<file path="src/sv/sle_pkg.sv">
// shared types, byte codes and palette decode for the smart led spi encoder
package sle_pkg;

  localparam int LED_SLOTS    = 16;
  localparam int BITS_PER_LED = 24;

  localparam logic [7:0] PAD_CODE      = 8'h00;
  localparam logic [7:0] BIT_ZERO_CODE = 8'hC0;
  localparam logic [7:0] BIT_ONE_CODE  = 8'hF8;
  localparam logic [7:0] LEVEL_RESET   = 8'h05;

  localparam logic [3:0] PAL_OFF    = 4'd0;
  localparam logic [3:0] PAL_RED    = 4'd1;
  localparam logic [3:0] PAL_GREEN  = 4'd2;
  localparam logic [3:0] PAL_BLUE   = 4'd3;
  localparam logic [3:0] PAL_YELLOW = 4'd4;
  localparam logic [3:0] PAL_PURPLE = 4'd5;
  localparam logic [3:0] PAL_INDIGO = 4'd6;
  localparam logic [3:0] PAL_WHITE  = 4'd7;

  localparam logic MODE_DIRECT  = 1'b0;
  localparam logic MODE_PALETTE = 1'b1;

  typedef struct packed {
    logic [7:0] r;
    logic [7:0] g;
    logic [7:0] b;
  } color_t;

  typedef struct packed {
    color_t color;
    logic   first;
    logic   last;
  } job_t;

  typedef struct packed {
    logic r;
    logic g;
    logic b;
    logic keep;
  } pal_sel_t;

  function automatic pal_sel_t pal_decode(input logic [3:0] code);
    pal_sel_t s;
    s = '0;
    unique case (code)
      PAL_OFF:    s = '0;
      PAL_RED:    s.r = 1'b1;
      PAL_GREEN:  s.g = 1'b1;
      PAL_BLUE:   s.b = 1'b1;
      PAL_YELLOW: begin s.r = 1'b1; s.g = 1'b1; end
      PAL_PURPLE: begin s.r = 1'b1; s.b = 1'b1; end
      PAL_INDIGO: begin s.g = 1'b1; s.b = 1'b1; end
      PAL_WHITE:  begin s.r = 1'b1; s.g = 1'b1; s.b = 1'b1; end
      default:    s.keep = 1'b1;
    endcase
    return s;
  endfunction

endpackage

</file>
<file path="src/sv/sle_front.sv">
// front end: level register, per-led color store and color resolution
module sle_front #(
  parameter int LED_COUNT = 16
) (
  input  logic             clk,
  input  logic             rst_n,
  input  logic             cfg_valid,
  input  logic [7:0]       cfg_data,
  input  logic             accept,
  input  logic             in_mode,
  input  logic [3:0]       in_led_index,
  input  logic [7:0]       in_red,
  input  logic [7:0]       in_green,
  input  logic [7:0]       in_blue,
  input  logic [3:0]       in_palette_code,
  input  logic             in_frame_first,
  input  logic             in_frame_last,
  output sle_pkg::job_t    job
);
  import sle_pkg::*;

  localparam logic [8:0] LED_LIMIT = 9'(LED_COUNT);

  logic [7:0] level_r;
  color_t     store_r [LED_SLOTS];
  logic       in_range;
  color_t     prev;
  color_t     color;
  pal_sel_t   sel;

  assign in_range = {5'd0, in_led_index} < LED_LIMIT;
  assign prev     = in_range ? store_r[in_led_index] : '0;
  assign sel      = pal_decode(in_palette_code);

  always_comb begin
    color = prev;
    if (in_mode == MODE_DIRECT) begin
      color.r = in_red;
      color.g = in_green;
      color.b = in_blue;
    end else if (!sel.keep) begin
      color.r = sel.r ? level_r : 8'd0;
      color.g = sel.g ? level_r : 8'd0;
      color.b = sel.b ? level_r : 8'd0;
    end
  end

  assign job.color = color;
  assign job.first = in_frame_first;
  assign job.last  = in_frame_last;

  always_ff @(posedge clk) begin
    if (!rst_n) begin
      level_r <= LEVEL_RESET;
      for (int i = 0; i < LED_SLOTS; i++) begin
        store_r[i] <= '0;
      end
    end else begin
      if (cfg_valid) begin
        level_r <= cfg_data;
      end
      if (accept && in_range) begin
        store_r[in_led_index] <= color;
      end
    end
  end

endmodule

</file>
<file path="src/sv/sle_fifo.sv">
// two-entry job queue between the front end and the serializer
module sle_fifo (
  input  logic          clk,
  input  logic          rst_n,
  input  logic          push,
  input  sle_pkg::job_t push_data,
  input  logic          pop,
  output sle_pkg::job_t head,
  output logic          full,
  output logic          not_empty
);
  import sle_pkg::*;

  job_t       mem_r [2];
  logic       wr_ptr_r;
  logic       rd_ptr_r;
  logic [1:0] count_r;

  assign head      = mem_r[rd_ptr_r];
  assign full      = count_r == 2'd2;
  assign not_empty = count_r != 2'd0;

  always_ff @(posedge clk) begin
    if (push) begin
      mem_r[wr_ptr_r] <= push_data;
    end
  end

  always_ff @(posedge clk) begin
    if (!rst_n) begin
      wr_ptr_r <= 1'b0;
      rd_ptr_r <= 1'b0;
      count_r  <= 2'd0;
    end else begin
      if (push) begin
        wr_ptr_r <= ~wr_ptr_r;
      end
      if (pop) begin
        rd_ptr_r <= ~rd_ptr_r;
      end
      if (push && !pop) begin
        count_r <= count_r + 2'd1;
      end else if (pop && !push) begin
        count_r <= count_r - 2'd1;
      end
    end
  end

endmodule

</file>
<file path="src/sv/sle_back.sv">
// serializer: optional padding, 24 bit-code bytes green-red-blue msb first, optional padding
module sle_back #(
  parameter int PAD_BYTES = 8
) (
  input  logic          clk,
  input  logic          rst_n,
  input  sle_pkg::job_t head,
  input  logic          head_valid,
  output logic          pop,
  output logic          out_valid,
  input  logic          out_stall,
  output logic [7:0]    out_spi_byte,
  output logic          out_last
);
  import sle_pkg::*;

  localparam logic [1:0] PH_PRE  = 2'd0;
  localparam logic [1:0] PH_DATA = 2'd1;
  localparam logic [1:0] PH_POST = 2'd2;

  localparam logic       HAS_PAD  = PAD_BYTES > 0;
  localparam logic [4:0] PAD_END  = 5'(PAD_BYTES - 1);
  localparam logic [4:0] DATA_END = 5'(BITS_PER_LED - 1);

  logic        fresh_r, fresh_nxt;
  logic [1:0]  ph_r, ph_nxt;
  logic [4:0]  cnt_r, cnt_nxt;
  logic        out_valid_r;
  logic [7:0]  out_spi_byte_r;
  logic        out_last_r;

  logic [1:0]  cur_ph;
  logic [4:0]  cur_cnt;
  logic [23:0] grb;
  logic [4:0]  bit_sel;
  logic        emit;
  logic        done;
  logic [7:0]  byte_val;

  assign grb     = {head.color.g, head.color.r, head.color.b};
  assign cur_ph  = fresh_r ? ((head.first && HAS_PAD) ? PH_PRE : PH_DATA) : ph_r;
  assign cur_cnt = fresh_r ? 5'd0 : cnt_r;
  assign bit_sel = DATA_END - cur_cnt;
  assign emit    = head_valid && (!out_valid_r || !out_stall);

  always_comb begin
    ph_nxt   = cur_ph;
    cnt_nxt  = cur_cnt + 5'd1;
    done     = 1'b0;
    byte_val = PAD_CODE;
    unique case (cur_ph)
      PH_PRE: begin
        if (cur_cnt == PAD_END) begin
          ph_nxt  = PH_DATA;
          cnt_nxt = 5'd0;
        end
      end
      PH_DATA: begin
        byte_val = grb[bit_sel] ? BIT_ONE_CODE : BIT_ZERO_CODE;
        if (cur_cnt == DATA_END) begin
          cnt_nxt = 5'd0;
          if (head.last && HAS_PAD) begin
            ph_nxt = PH_POST;
          end else begin
            done = 1'b1;
          end
        end
      end
      PH_POST: begin
        if (cur_cnt == PAD_END) begin
          done = 1'b1;
        end
      end
      default: begin
        done = 1'b1;
      end
    endcase
    fresh_nxt = done;
  end

  assign pop          = emit && done;
  assign out_valid    = out_valid_r;
  assign out_spi_byte = out_spi_byte_r;
  assign out_last     = out_last_r;

  always_ff @(posedge clk) begin
    if (!rst_n) begin
      fresh_r     <= 1'b1;
      ph_r        <= PH_DATA;
      cnt_r       <= 5'd0;
      out_valid_r <= 1'b0;
    end else begin
      if (emit) begin
        fresh_r     <= fresh_nxt;
        ph_r        <= ph_nxt;
        cnt_r       <= cnt_nxt;
        out_valid_r <= 1'b1;
      end else if (!out_stall) begin
        out_valid_r <= 1'b0;
      end
    end
  end

  always_ff @(posedge clk) begin
    if (emit) begin
      out_spi_byte_r <= byte_val;
      out_last_r     <= done;
    end
  end

endmodule

</file>
<file path="src/sv/smart_led_spi_bit_encoder.sv">
// top level of the smart led spi bit encoder
// Each accepted LED transaction resolves a color (direct, palette scaled by the level
// register, or the color kept in the per-LED store), writes it back to the store if
// the index is below LED_COUNT and queues it; the serializer then emits one SPI byte
// per cycle while out_stall is low: PAD_BYTES zero bytes if frame_first is set, 24
// bit-code bytes (0xC0 zero, 0xF8 one) green, red, blue msb first, and PAD_BYTES zero
// bytes if frame_last is set, with last on the final byte of each item. Items stream
// back to back through a two-entry queue; the store is cleared by reset itself, so no
// clearing pass is needed. The level register may be written through the cfg port
// whenever the block is idle; cfg_ready is always high.
module smart_led_spi_bit_encoder #(
  parameter int LED_COUNT = 16,
  parameter int PAD_BYTES = 8
) (
  input  logic       clk,
  input  logic       rst_n,
  input  logic       cfg_valid,
  output logic       cfg_ready,
  input  logic [7:0] cfg_data,
  input  logic       in_valid,
  output logic       in_stall,
  input  logic       in_mode,
  input  logic [3:0] in_led_index,
  input  logic [7:0] in_red,
  input  logic [7:0] in_green,
  input  logic [7:0] in_blue,
  input  logic [3:0] in_palette_code,
  input  logic       in_frame_first,
  input  logic       in_frame_last,
  output logic       out_valid,
  input  logic       out_stall,
  output logic [7:0] out_spi_byte,
  output logic       out_last
);
  import sle_pkg::*;

  job_t job;
  job_t head;
  logic q_full;
  logic q_not_empty;
  logic accept;
  logic pop;

  assign cfg_ready = 1'b1;
  assign in_stall  = q_full;
  assign accept    = in_valid && !q_full;

  sle_front #(
    .LED_COUNT(LED_COUNT)
  ) u_front (
    .clk             (clk),
    .rst_n           (rst_n),
    .cfg_valid       (cfg_valid),
    .cfg_data        (cfg_data),
    .accept          (accept),
    .in_mode         (in_mode),
    .in_led_index    (in_led_index),
    .in_red          (in_red),
    .in_green        (in_green),
    .in_blue         (in_blue),
    .in_palette_code (in_palette_code),
    .in_frame_first  (in_frame_first),
    .in_frame_last   (in_frame_last),
    .job             (job)
  );

  sle_fifo u_fifo (
    .clk       (clk),
    .rst_n     (rst_n),
    .push      (accept),
    .push_data (job),
    .pop       (pop),
    .head      (head),
    .full      (q_full),
    .not_empty (q_not_empty)
  );

  sle_back #(
    .PAD_BYTES(PAD_BYTES)
  ) u_back (
    .clk          (clk),
    .rst_n        (rst_n),
    .head         (head),
    .head_valid   (q_not_empty),
    .pop          (pop),
    .out_valid    (out_valid),
    .out_stall    (out_stall),
    .out_spi_byte (out_spi_byte),
    .out_last     (out_last)
  );

endmodule
</file>
<file path="config.mk">
export PLATFORM = sky130hd
export DESIGN_NAME = smart_led_spi_bit_encoder
export DESIGN_NICKNAME = d
export VERILOG_FILES = /design/src/sv/sle_pkg.sv /design/src/sv/sle_front.sv /design/src/sv/sle_fifo.sv /design/src/sv/sle_back.sv /design/src/sv/smart_led_spi_bit_encoder.sv
export SDC_FILE = /design/constraint.sdc
export NUM_CORES = 1
export LEC_CHECK = 0
export ABC_CLOCK_PERIOD_IN_PS = 4140
export BUFFER_PORTS_ARGS = -buffer_cell sky130_fd_sc_hd__buf_4
export CORE_MARGIN = 2
export CORE_UTILIZATION = 30
export DETAILED_ROUTE_END_ITERATION = 8
export GPL_ROUTABILITY_DRIVEN = 0
export PLACE_DENSITY = 0.52
export SLEW_MARGIN = 20
export SYNTH_ARGS = -nofsm -noshare
export SYNTH_HDL_FRONTEND = slang
export SYNTH_SLANG_ARGS = --single-unit
</file>
<file path="constraint.sdc">
create_clock -name clk -period 4.14 [get_ports clk]
set_input_delay 0.621 -clock clk [delete_from_list [all_inputs] [get_ports clk]]
set_output_delay 0.621 -clock clk [all_outputs]
set_load 0.03 [all_outputs]
</file>
==> results of run 1 <==
-- synthesized netlist by cell type (9+ instances only) --
| library cell | n |
|---|---|
| nand3_1 | 11 |
| o21ai_0 | 32 |
| nor2b_1 | 14 |
| mux2i_1 | 42 |
| a221oi_4 | 17 |
| buf_2 | 17 |
| mux4_2 | 107 |
| dfxtp_1 | 22 |
| inv_1 | 9 |
| edfxtp_1 | 439 |
| buf_4 | 31 |
| mux2_2 | 21 |
| clkbuf_1 | 76 |
| nand2_1 | 43 |
| nor3_1 | 286 |
| nor2_1 | 159 |
-- per-stage QoR --
step / utilization [%] / total power, mW
3_5_place_dp: 33.0 / 6.70
6_report: 35.3 / 11.0
5_1_grt: 35.3 / 11.4
3_3_place_gp: 32.9 / 6.67
4_1_cts: 35.3 / 11.1
2_1_floorplan: - / 6.25
-- state kept, by name (all words and copies together), names as in the netlist, 2 cells and up, named ones only --
| signal | count |
|---|---|
| u_back.ph_r | 2 |
| u_fifo.mem_r | 52 |
| u_back.cnt_r | 5 |
| u_back.out_spi_byte | 2 |
| u_fifo.count_r | 2 |
| u_front.store_r | 384 |
| u_front.level_r | 8 |
-- routing by layer --
| layer | part of all wire (%) | up-vias | track usage (%) | wire length, um |
|---|---|---|---|---|
| met1 | 43 | 6854 | 24.7 | 27000 |
| met2 | 48 | 486 | 28.8 | 30100 |
| met4 | 2.9 | 0 | 5.39 | 1820 |
| li1 | - | 5651 | - | - |
| met5 | 0 | - | 0 | 0 |
| met3 | 6.5 | 102 | 2.51 | 4120 |
-- power by group through the flow --
stage | sequential, mW | clock, mW | combinational (mW)
floorplan | 5.51 | 0 | 0.737
global placement | 5.53 | 0 | 1.14
detailed placement | 5.54 | 0 | 1.15
CTS | 5.45 | 4.52 | 1.16
global route | 5.46 | 4.70 | 1.23
finish | 5.44 | 4.45 | 1.15
-- final cells by class --
cell class | count | area (um^2) | share of cell area [%]
clock inverters | 34 | 277 | 1.13
multi-input cells | 811 | 6660 | 27.3
repair buffers | 148 | 1240 | 5.09
clock buffers | 63 | 1360 | 5.60
inverters | 12 | 45.0 | 0.185
well taps | 931 | 1160 | 4.78
flip-flops and latches | 461 | 13600 | 55.9
-- worst min-delay path by stage --
stage | from | endpoint | slack (ps) | cells past startpoint
CTS | cfg_data[0] | u_front.level_r[0]$_SDFFE_PN1P_ | 180 | 3
detailed placement | u_fifo.rd_ptr_r$_SDFFE_PN0P_ | u_fifo.rd_ptr_r$_SDFFE_PN0P_ | 490 | 2
finish | cfg_data[0] | u_front.level_r[0]$_SDFFE_PN1P_ | 210 | 3
global placement | u_fifo.rd_ptr_r$_SDFFE_PN0P_ | register | 460 | 2
floorplan | u_fifo.rd_ptr_r$_SDFFE_PN0P_ | register | 460 | 2
global route | cfg_data[0] | u_front.level_r[0]$_SDFFE_PN1P_ | 210 | 3
-- kinds of logic (layout without fill, tap and decap cells) --
group	Yosys count	in the layout	share of synthesized area, %
compound gates	88	88	4.51
fa+ha+maj	4	4	0.227
simple gates	541	541	12.0
buf+inv	148	257	3.48
mux	170	170	14.6
flops	461	461	64.9
other cells	2	4	0.0358
xor+xnor	4	4	0.167
-- worst register-to-register path: stages, from the launching register on --
cell	delay (ps)
dfxtp_1	470
nor2b_1	300
ha_1	310
or4b_2	630
a21boi_1	220
o21ai_1	200
ha_1	380
or3_1	340
a21boi_0	180
==> results.py, run 1 <==
metrics = {
    "sta": {
        "worstMarginPinSlew_ps": 944,
        "layout_setup_ws_ps": 1030,
        "setup_tns_ps": 0,
        "slew_viol_final": 0,
        "period_minus_slack_ps": 3110,
        "relSlewSlack_pct": 37.1,
        "max_freq_mhz": 322,
        "setup_violations": 0,
        "finalHoldViolations": 0,
        "hold_slack_ps": 207,
        "rsz0062_at_grt": "no",
        "fin_crit_sh_pct": 75.1,
        "fin_skew_ps": 55.8,
    },
    "power_and_ir_drop": {
        "p_leak_nw": 8.53,
        "switchingPower_mw": 2.75,
        "seqPwrFrac_pct": 49.3,
        "sw_frac_of_total_pct": 24.9,
        "p_int_mw": 8.29,
        "power.density_nw_per_um2": 453,
        "p_clk_share_pct": 40.3,
        "p_comb_share_pct": 10.4,
        "vdd_drop_max_mv": 0.337,
    },
    "detailed_routing": {
        "post_drt_wl_per_cell_um": 25.6,
        "dr.first_iter.drc_count": 1169,
        "drt-total-wl_mm": 63.1,
        "ant_nets": 0,
        "vias": 13093,
        "drtPass1Iterations": 5,
        "drcViolationCount": 0,
        "viasPerCell": 5.32,
    },
    "floorplan": {
        "die_w_um": 268,
        "die_area_um2": 72100,
        "placementRows": 96,
        "io_pins": 60,
        "die_y_um": 268,
        "initial_core_util_pct": 30.4,
        "core_area_um2": 68900,
    },
    "critical_path": {
        "critPathMostFrequentCell": "ha_1",
        "path_delay_family": "simple AND/OR/NAND/NOR gates",
        "crit_end": "u_fifo.count_r[1]$_SDFFE_PN0P_",
        "critPathMaxStageDelay_ps": 630,
        "crit_path_cell_trace": "nor2b_1 > ha_1 > or4b_2 > a21boi_1 > o21ai_1 > ha_1 > or3_1 > a21boi_0",
        "worstPathMaxFanout": 17,
        "worstSetupStartpointType": "register",
        "cp-end-kind": "register",
        "crit_arrival_ps": 3620,
        "r2r_setup_slack_ps": 1030,
        "crit_start": "u_back.fresh_r$_SDFFE_PN1P_",
        "critPathSlowestCell": "or4b_2",
        "cp.buffers_inverters": 0,
        "path_class": "register to register",
        "r2r_start": "u_back.fresh_r$_SDFFE_PN1P_",
        "reg2reg_depth": 8,
        "cp.depth": 8,
        "worstPathRequired_ps": 4650,
        "reg2reg_to": "u_fifo.count_r[1]$_SDFFE_PN0P_",
    },
    "placed_design": {
        "portBuffers": 55,
        "dp_hpwl_mm": 38.2,
        "placed_area_um2": 22700,
        "dp_cells": 2363,
        "post-place-ws_ps": 597,
    },
    "clock_tree": {
        "htree_levels": 2,
        "clock-root-buffer": "clkbuf_16",
        "cts_sinks": 461,
        "post_cts_buffers": 0,
        "clockBufferDepth": 3,
        "numCtsBuffers": 52,
        "clk_latency_ps": 630,
        "cts_tree": "built",
        "postCtsResizedCells": 0,
        "path_clk_slew_ps": 60,
        "cts_hold_buf": 0,
    },
    "cells_and_area": {
        "fin_area_um2": 24400,
        "n_antenna_cell": 0,
        "final_cell_mix": "439 x edfxtp_1, 286 x nor3_1, 152 x nor2_1, 137 x buf_4, 107 x mux4_2",
        "num-nets-final": 1537,
        "stdcell_count": 2460,
        "syn2layout_area_growth_pct": 16.1,
        "final.fill_count": 6672,
        "drive_gt1_share_pct": 25.1,
        "final_common_cell": "edfxtp_1",
    },
    "global_routing": {
        "antenna_found_initial": 0,
        "grt_pass1_vias": 13458,
        "grt_usage_pct": 17.7,
        "grt_max_degree": 43,
        "grt_overflow": 0,
        "grt_first_pass_wirelength_mm": 92.5,
    },
    "yosys": {
        "synthTopCellsByArea": "edfxtp_1 63%, mux4_2 11%, nor3_1 6.8%",
        "synth.largest_area_cell": "edfxtp_1",
        "synth_area_um2": 21000,
        "synth-seq-cells": 461,
        "yosysTopAreaCellShare_pct": 62.8,
        "synth_edf_count": 439,
        "ys.flop_type": "edfxtp_1",
        "ys_types": 57,
        "synth.yosys.warnings": 0,
        "synth_seq_area_share_pct": 64.9,
        "ys_async_sr_fraction_pct": 0,
        "syn_avg_cell_area_um2": 14.8,
        "synthCells": 1418,
    },
    "run": {
        "max-cap-violations": 0,
    },
    "hold_path": {
        "holdCritPathClass": "input pin to register",
    },
    "status": {
        "run_status": "completed",
    },
}
(Power assumes the default switching activity.)
==> run 2: changes to the inputs <==
Settings changed: ABC_CLOCK_PERIOD_IN_PS 4140 to 2640, PLACE_DENSITY 0.52 to 0.54.
Clock period 4.14 ns to 2.64 ns, I/O delays scaled along.
==> run 2 against run 1 <==
Against the previous run: combinational power rose by 76%; largest cell class unchanged; clock power rose by 67%; routed wire length rose by 2.8%.
==> results.py, run 2 (synthesized netlist as in run 1, its figures left out) <==
metrics = {
    "global_routing": {
        "grt_pass1_vias": 13835,
        "antenna_found_initial": 0,
        "grt_usage_pct": 18.2,
        "grt_first_pass_wirelength_mm": 94.4,
        "grt_overflow": 0,
        "grt_max_degree": 41,
    },
    "critical_path": {
        "worstSetupStartpointType": "register",
        "path_class": "register to register",
        "crit_arrival_ps": 3020,
        "worstPathMaxFanout": 4,
        "worstPathRequired_ps": 3180,
        "cp-end-kind": "register",
        "r2r_setup_slack_ps": 150,
        "r2r_start": "u_back.fresh_r$_SDFFE_PN1P_",
        "crit_start": "u_back.fresh_r$_SDFFE_PN1P_",
    },
    "detailed_routing": {
        "drtPass1Iterations": 5,
        "drt-total-wl_mm": 64.8,
        "ant_nets": 0,
        "vias": 13382,
        "viasPerCell": 5.28,
        "post_drt_wl_per_cell_um": 25.6,
        "drcViolationCount": 0,
        "dr.first_iter.drc_count": 1349,
    },
    "status": {
        "run_status": "completed",
    },
    "power_and_ir_drop": {
        "power_mw": 18.0,
        "vdd_drop_max_mv": 0.661,
        "power.density_nw_per_um2": 708,
        "p_leak_nw": 9.04,
    },
    "cells_and_area": {
        "top_regs": "u_front.store_r x384, u_fifo.mem_r x52, u_front.level_r x8",
        "num-nets-final": 1612,
        "drive_gt1_share_pct": 29.3,
        "syn2layout_area_growth_pct": 21.1,
        "final_common_cell": "edfxtp_1",
        "n_antenna_cell": 0,
        "top_register": "u_front.store_r",
        "largest_reg_flops": 384,
        "final_cell_mix": "439 x edfxtp_1, 285 x nor3_1, 183 x buf_4, 158 x nor2_1, 107 x mux4_2",
    },
    "sta": {
        "period_minus_slack_ps": 2490,
        "setup_tns_ps": 0,
        "setup_violations": 0,
        "fin_crit_sh_pct": 94.1,
        "fin_skew_ps": 54.5,
        "hold_slack_ps": 29.1,
        "slew_viol_final": 0,
        "max_freq_mhz": 402,
        "rsz0062_at_grt": "no",
        "finalHoldViolations": 0,
        "relSlewSlack_pct": 36.8,
        "worstMarginPinSlew_ps": 945,
    },
    "hold_path": {
        "hp-start": "cfg_data[3]",
        "holdCritPathClass": "input pin to register",
    },
    "clock_tree": {
        "path_clk_slew_ps": 70,
        "cts_tree": "built",
        "numCtsBuffers": 50,
        "clockBufferDepth": 3,
        "cts_sinks": 461,
        "htree_levels": 2,
        "clock-root-buffer": "clkbuf_16",
        "clk_latency_ps": 630,
        "post_cts_buffers": 0,
    },
    "floorplan": {
        "die_w_um": 268,
        "die_y_um": 268,
        "die_area_um2": 72100,
        "core_area_um2": 68900,
        "io_pins": 60,
        "placementRows": 96,
        "initial_core_util_pct": 30.4,
    },
    "placed_design": {
        "dp_hpwl_mm": 41.0,
        "portBuffers": 55,
    },
    "run": {
        "max-cap-violations": 0,
    },
}
==> run 2: changes by cell type in the layout (fill, tap and decap cells not counted), moves of 2 or more <==
cell,delta
nand2_1,-6
dlygate4sd3_1,+7
clkbuf_1,+4
buf_4,+46
clkinvlp_4,+2
clkinv_1,-16
nor2b_1,-2
nand2_2,+6
clkbuf_16,-3
bufinv_16,+5
nor2_2,-6
buf_12,+24
nor2_1,+6
clkbuf_8,+2
==> run 2: worst max-delay path, stage by stage (launching register included) <==
cell and delay [ps]:
dfxtp_1 370, buf_4 160, nand2b_1 140, or4b_2 680, a21boi_2 190, o21ai_2 90, ha_1 320, or3_1 340
a21boi_0 150
==> run 2: what timing repair did <==
item                       in CTS  in global routing
setup endpoints to repair       0                  2
hold endpoints to repair        9                  0
resized for setup               0                  4
hold buffers                    7                  0
==> run 2: per-stage QoR <==
step / instances / setup WS [ps] / instance area [um^2] / utilization, %
2_1_floorplan: 1420 / -91.3 / 21000 / -
3_3_place_gp: 2433 / -102 / 23600 / 34.2
3_5_place_dp: 2433 / -108 / 23600 / 34.2
4_1_cts: 2533 / 79.0 / 25400 / 36.8
5_1_grt: 2533 / 4.17 / 25400 / 36.8
6_report: 2533 / 154 / 25400 / 36.8
==> run 2: path summary, 6_finish.rpt <==
kind                                     end  depth (start not counted)
max reg2reg   u_fifo.count_r[1]$_SDFFE_PN0P_                          8
min          u_front.level_r[3]$_SDFFE_PN0P_                          3
min reg2reg                         register                          2
max           u_fifo.count_r[1]$_SDFFE_PN0P_                          8
==> run 2: power by group <==
group	total (mW)	switching (mW)	internal, mW
Clock	7.42	3.05	4.37
Combinational	2.02	1.22	0.807
Sequential	8.53	0.144	8.39
Total	18.0	4.41	13.6
==> run 2: cell type report <==
class	instances	area (um^2)
tap	931	1160
clock buffer	66	1330
clock inverter	27	407
fill	6613	43500
timing repair buffer	225	2140
sequential	461	13600
multi-input combinational	811	6700
inverter	12	45.0
==> run 2: per-layer routing <==
layer  global-route usage (%)  part of all wire [%]  up-vias
met5                        0                     0        -
met4                     6.35                   3.4        0
met2                     29.8                    48      545
met3                     2.60                   6.7      132
li1                         -                     -     5783
met1                     24.9                    42     6922
==> run 3: changes to the inputs <==
Settings changed: CTS_BUF_LIST set to sky130_fd_sc_hd__clkbuf_4, PLACE_DENSITY 0.54 to 0.55.
==> run 3 against run 2 <==
Against the previous run: cell count rose by 6.2%; worst setup slack improved by 0.89 ps; die area is the same; clock skew grew 44 ps; first-iteration DRC count down 2.3%; routed wire length about the same; critical path type unchanged; combinational power rose by 2%; utilization is 0.18 points higher; critical endpoint unchanged.
==> results.py, run 3 (synthesized netlist as in run 1, its figures left out) <==
metrics = {
    "floorplan": {
        "placementRows": 96,
        "die_area_um2": 72100,
        "initial_core_util_pct": 30.4,
        "io_pins": 60,
        "die_y_um": 268,
        "die_w_um": 268,
        "core_area_um2": 68900,
    },
    "cells_and_area": {
        "largest_reg_flops": 384,
        "syn2layout_area_growth_pct": 21.6,
        "final.fill_count": 6668,
        "fin_area_um2": 25500,
        "drive_gt1_share_pct": 33.6,
        "final_common_cell": "edfxtp_1",
        "top_register": "u_front.store_r",
        "stdcell_count": 2689,
        "final_cell_mix": "439 x edfxtp_1, 286 x nor3_1, 187 x buf_4, 181 x clkbuf_4, 156 x nor2_1",
        "num-nets-final": 1713,
        "top_regs": "u_front.store_r x384, u_fifo.mem_r x52, u_front.level_r x8",
    },
    "placed_design": {
        "placed_area_um2": 23600,
        "dp_cells": 2435,
        "portBuffers": 55,
        "dp_hpwl_mm": 40.1,
    },
    "critical_path": {
        "r2r_setup_slack_ps": 160,
        "worstSetupStartpointType": "register",
        "cp.depth": 9,
        "critPathSlowestCell": "or4b_2",
        "crit_path_cell_trace": "nor2b_2 > ha_4 > or4b_2 > a21boi_2 > o21ai_2 > ha_1 > xor2_1 > or3_1 > a21boi_1",
        "r2r_start": "u_back.fresh_r$_SDFFE_PN1P_",
        "path_delay_family": "simple AND/OR/NAND/NOR gates",
        "critPathMaxStageDelay_ps": 620,
        "worstPathRequired_ps": 3420,
        "crit_arrival_ps": 3270,
        "crit_start": "u_back.fresh_r$_SDFFE_PN1P_",
        "reg2reg_to": "u_fifo.count_r[1]$_SDFFE_PN0P_",
        "path_class": "register to register",
        "worstPathMaxFanout": 5,
        "cp-end-kind": "register",
        "cp.buffers_inverters": 0,
        "crit_end": "u_fifo.count_r[1]$_SDFFE_PN0P_",
        "reg2reg_depth": 9,
    },
    "detailed_routing": {
        "drtPass1Iterations": 7,
        "drt-total-wl_mm": 64.8,
        "ant_nets": 0,
        "dr.first_iter.drc_count": 1318,
        "post_drt_wl_per_cell_um": 24.1,
        "drcViolationCount": 0,
        "vias": 13949,
        "viasPerCell": 5.19,
    },
    "sta": {
        "max_freq_mhz": 402,
        "hold_slack_ps": 77.7,
        "fin_crit_sh_pct": 94.1,
        "relSlewSlack_pct": 29.1,
        "period_minus_slack_ps": 2480,
        "worstMarginPinSlew_ps": 1060,
        "rsz0062_at_grt": "no",
        "setup_violations": 0,
        "finalHoldViolations": 0,
        "fin_skew_ps": 98.9,
        "slew_viol_final": 0,
    },
    "power_and_ir_drop": {
        "p_clk_share_pct": 36.9,
        "p_int_mw": 12.5,
        "seqPwrFrac_pct": 50.7,
        "vdd_drop_max_mv": 0.297,
        "sw_frac_of_total_pct": 25.8,
        "switchingPower_mw": 4.34,
        "power.density_nw_per_um2": 658,
        "p_leak_nw": 9.26,
        "p_comb_share_pct": 12.3,
    },
    "clock_tree": {
        "path_clk_slew_ps": 70,
        "numCtsBuffers": 118,
        "clockBufferDepth": 3,
        "clock-root-buffer": "clkbuf_4",
        "cts_sinks": 461,
        "cts_tree": "built",
        "htree_levels": 3,
        "clk_latency_ps": 930,
    },
    "global_routing": {
        "grt_overflow": 0,
        "grt_usage_pct": 18.3,
        "grt_max_degree": 41,
        "grt_first_pass_wirelength_mm": 95.2,
        "grt_pass1_vias": 14348,
        "antenna_found_initial": 1,
    },
    "hold_path": {
        "holdCritPathClass": "input pin to register",
    },
    "run": {
        "max-cap-violations": 0,
    },
    "status": {
        "run_status": "completed",
    },
}
[run 3: cell count changes in the layout (fill, tap and decap cells not counted), sizes merged]
cell         change
clkbuf         +115
diode            +1
bufinv           -7
inv              +6
clkinvlp         -2
buf              +5
dlygate4sd3     +28
clkinv          +10
[run 3: through the flow]
| step | power (mW) | setup slack, ps | TNS [ps] | utilization [%] |
|---|---|---|---|---|
| 2_1_floorplan | 9.81 | -91.3 | -91.3 | - |
| 5_1_grt | 17.5 | 3.37 | 0 | 37.0 |
| 6_report | 16.8 | 155 | 0 | 37.0 |
| 3_3_place_gp | 10.7 | -144 | -4440 | 34.2 |
| 4_1_cts | 17.0 | 17.5 | 0 | 37.0 |
| 3_5_place_dp | 10.7 | -139 | -6170 | 34.2 |
[run 3: worst min-delay path by stage]
stage / cells past startpoint / slack (ps) / to / start
final: 4 / 80 / u_front.store_r[9][4]$_SDFFCE_PN0P_ / in_blue[4]
after floorplan: 2 / 460 / register / u_fifo.rd_ptr_r$_SDFFE_PN0P_
after detailed placement: 2 / 490 / u_fifo.rd_ptr_r$_SDFFE_PN0P_ / u_fifo.rd_ptr_r$_SDFFE_PN0P_
after CTS: 4 / 3 / u_front.store_r[12][22]$_SDFFCE_PN0P_ / in_red[6]
after global placement: 2 / 470 / u_fifo.rd_ptr_r$_SDFFE_PN0P_ / u_fifo.rd_ptr_r$_SDFFE_PN0P_
after global routing: 3 / 60 / u_front.level_r[2]$_SDFFE_PN1P_ / rst_n
[run 3: power by group through the flow]
stage               registers [mW]  clock network (mW)  logic [mW]
floorplan                     8.64                   0        1.16
global placement              8.66                   0        2.01
detailed placement            8.68                   0        2.03
CTS                           8.52                6.36        2.08
global route                  8.55                6.73        2.21
finish                        8.52                6.20        2.07
[run 3: metal layers]
metal	GRT usage, %	routed length (um)	up-vias
met5	0	0	-
met4	7.52	2170	0
met3	3.18	4850	120
met2	29.9	31200	603
met1	24.2	26600	7132
li1	-	-	6094
[run 3: final cells by class]
cell class	count	area (um^2)	share of cell area, %
well taps	931	1160	4.56
inverters	12	45.0	0.176
diodes	1	2.50	0.00980
multi-input cells	811	6690	26.2
clock buffers	181	1360	5.32
flip-flops and latches	461	13600	53.4
repair buffers	258	2470	9.66
clock inverters	34	174	0.681
[run 3: timing repair]
action	4_1_cts	5_1_grt
hold buffers	34	1
setup endpoints to repair	0	1
gates resized for setup	0	4
endpoints found under the hold margin	114	1
setup buffers	0	3
[run 3: worst min-delay path: stages]
cell,delay [ps]
buf_4,80
nor2_1,40
buf_4,190
nor3_1,170
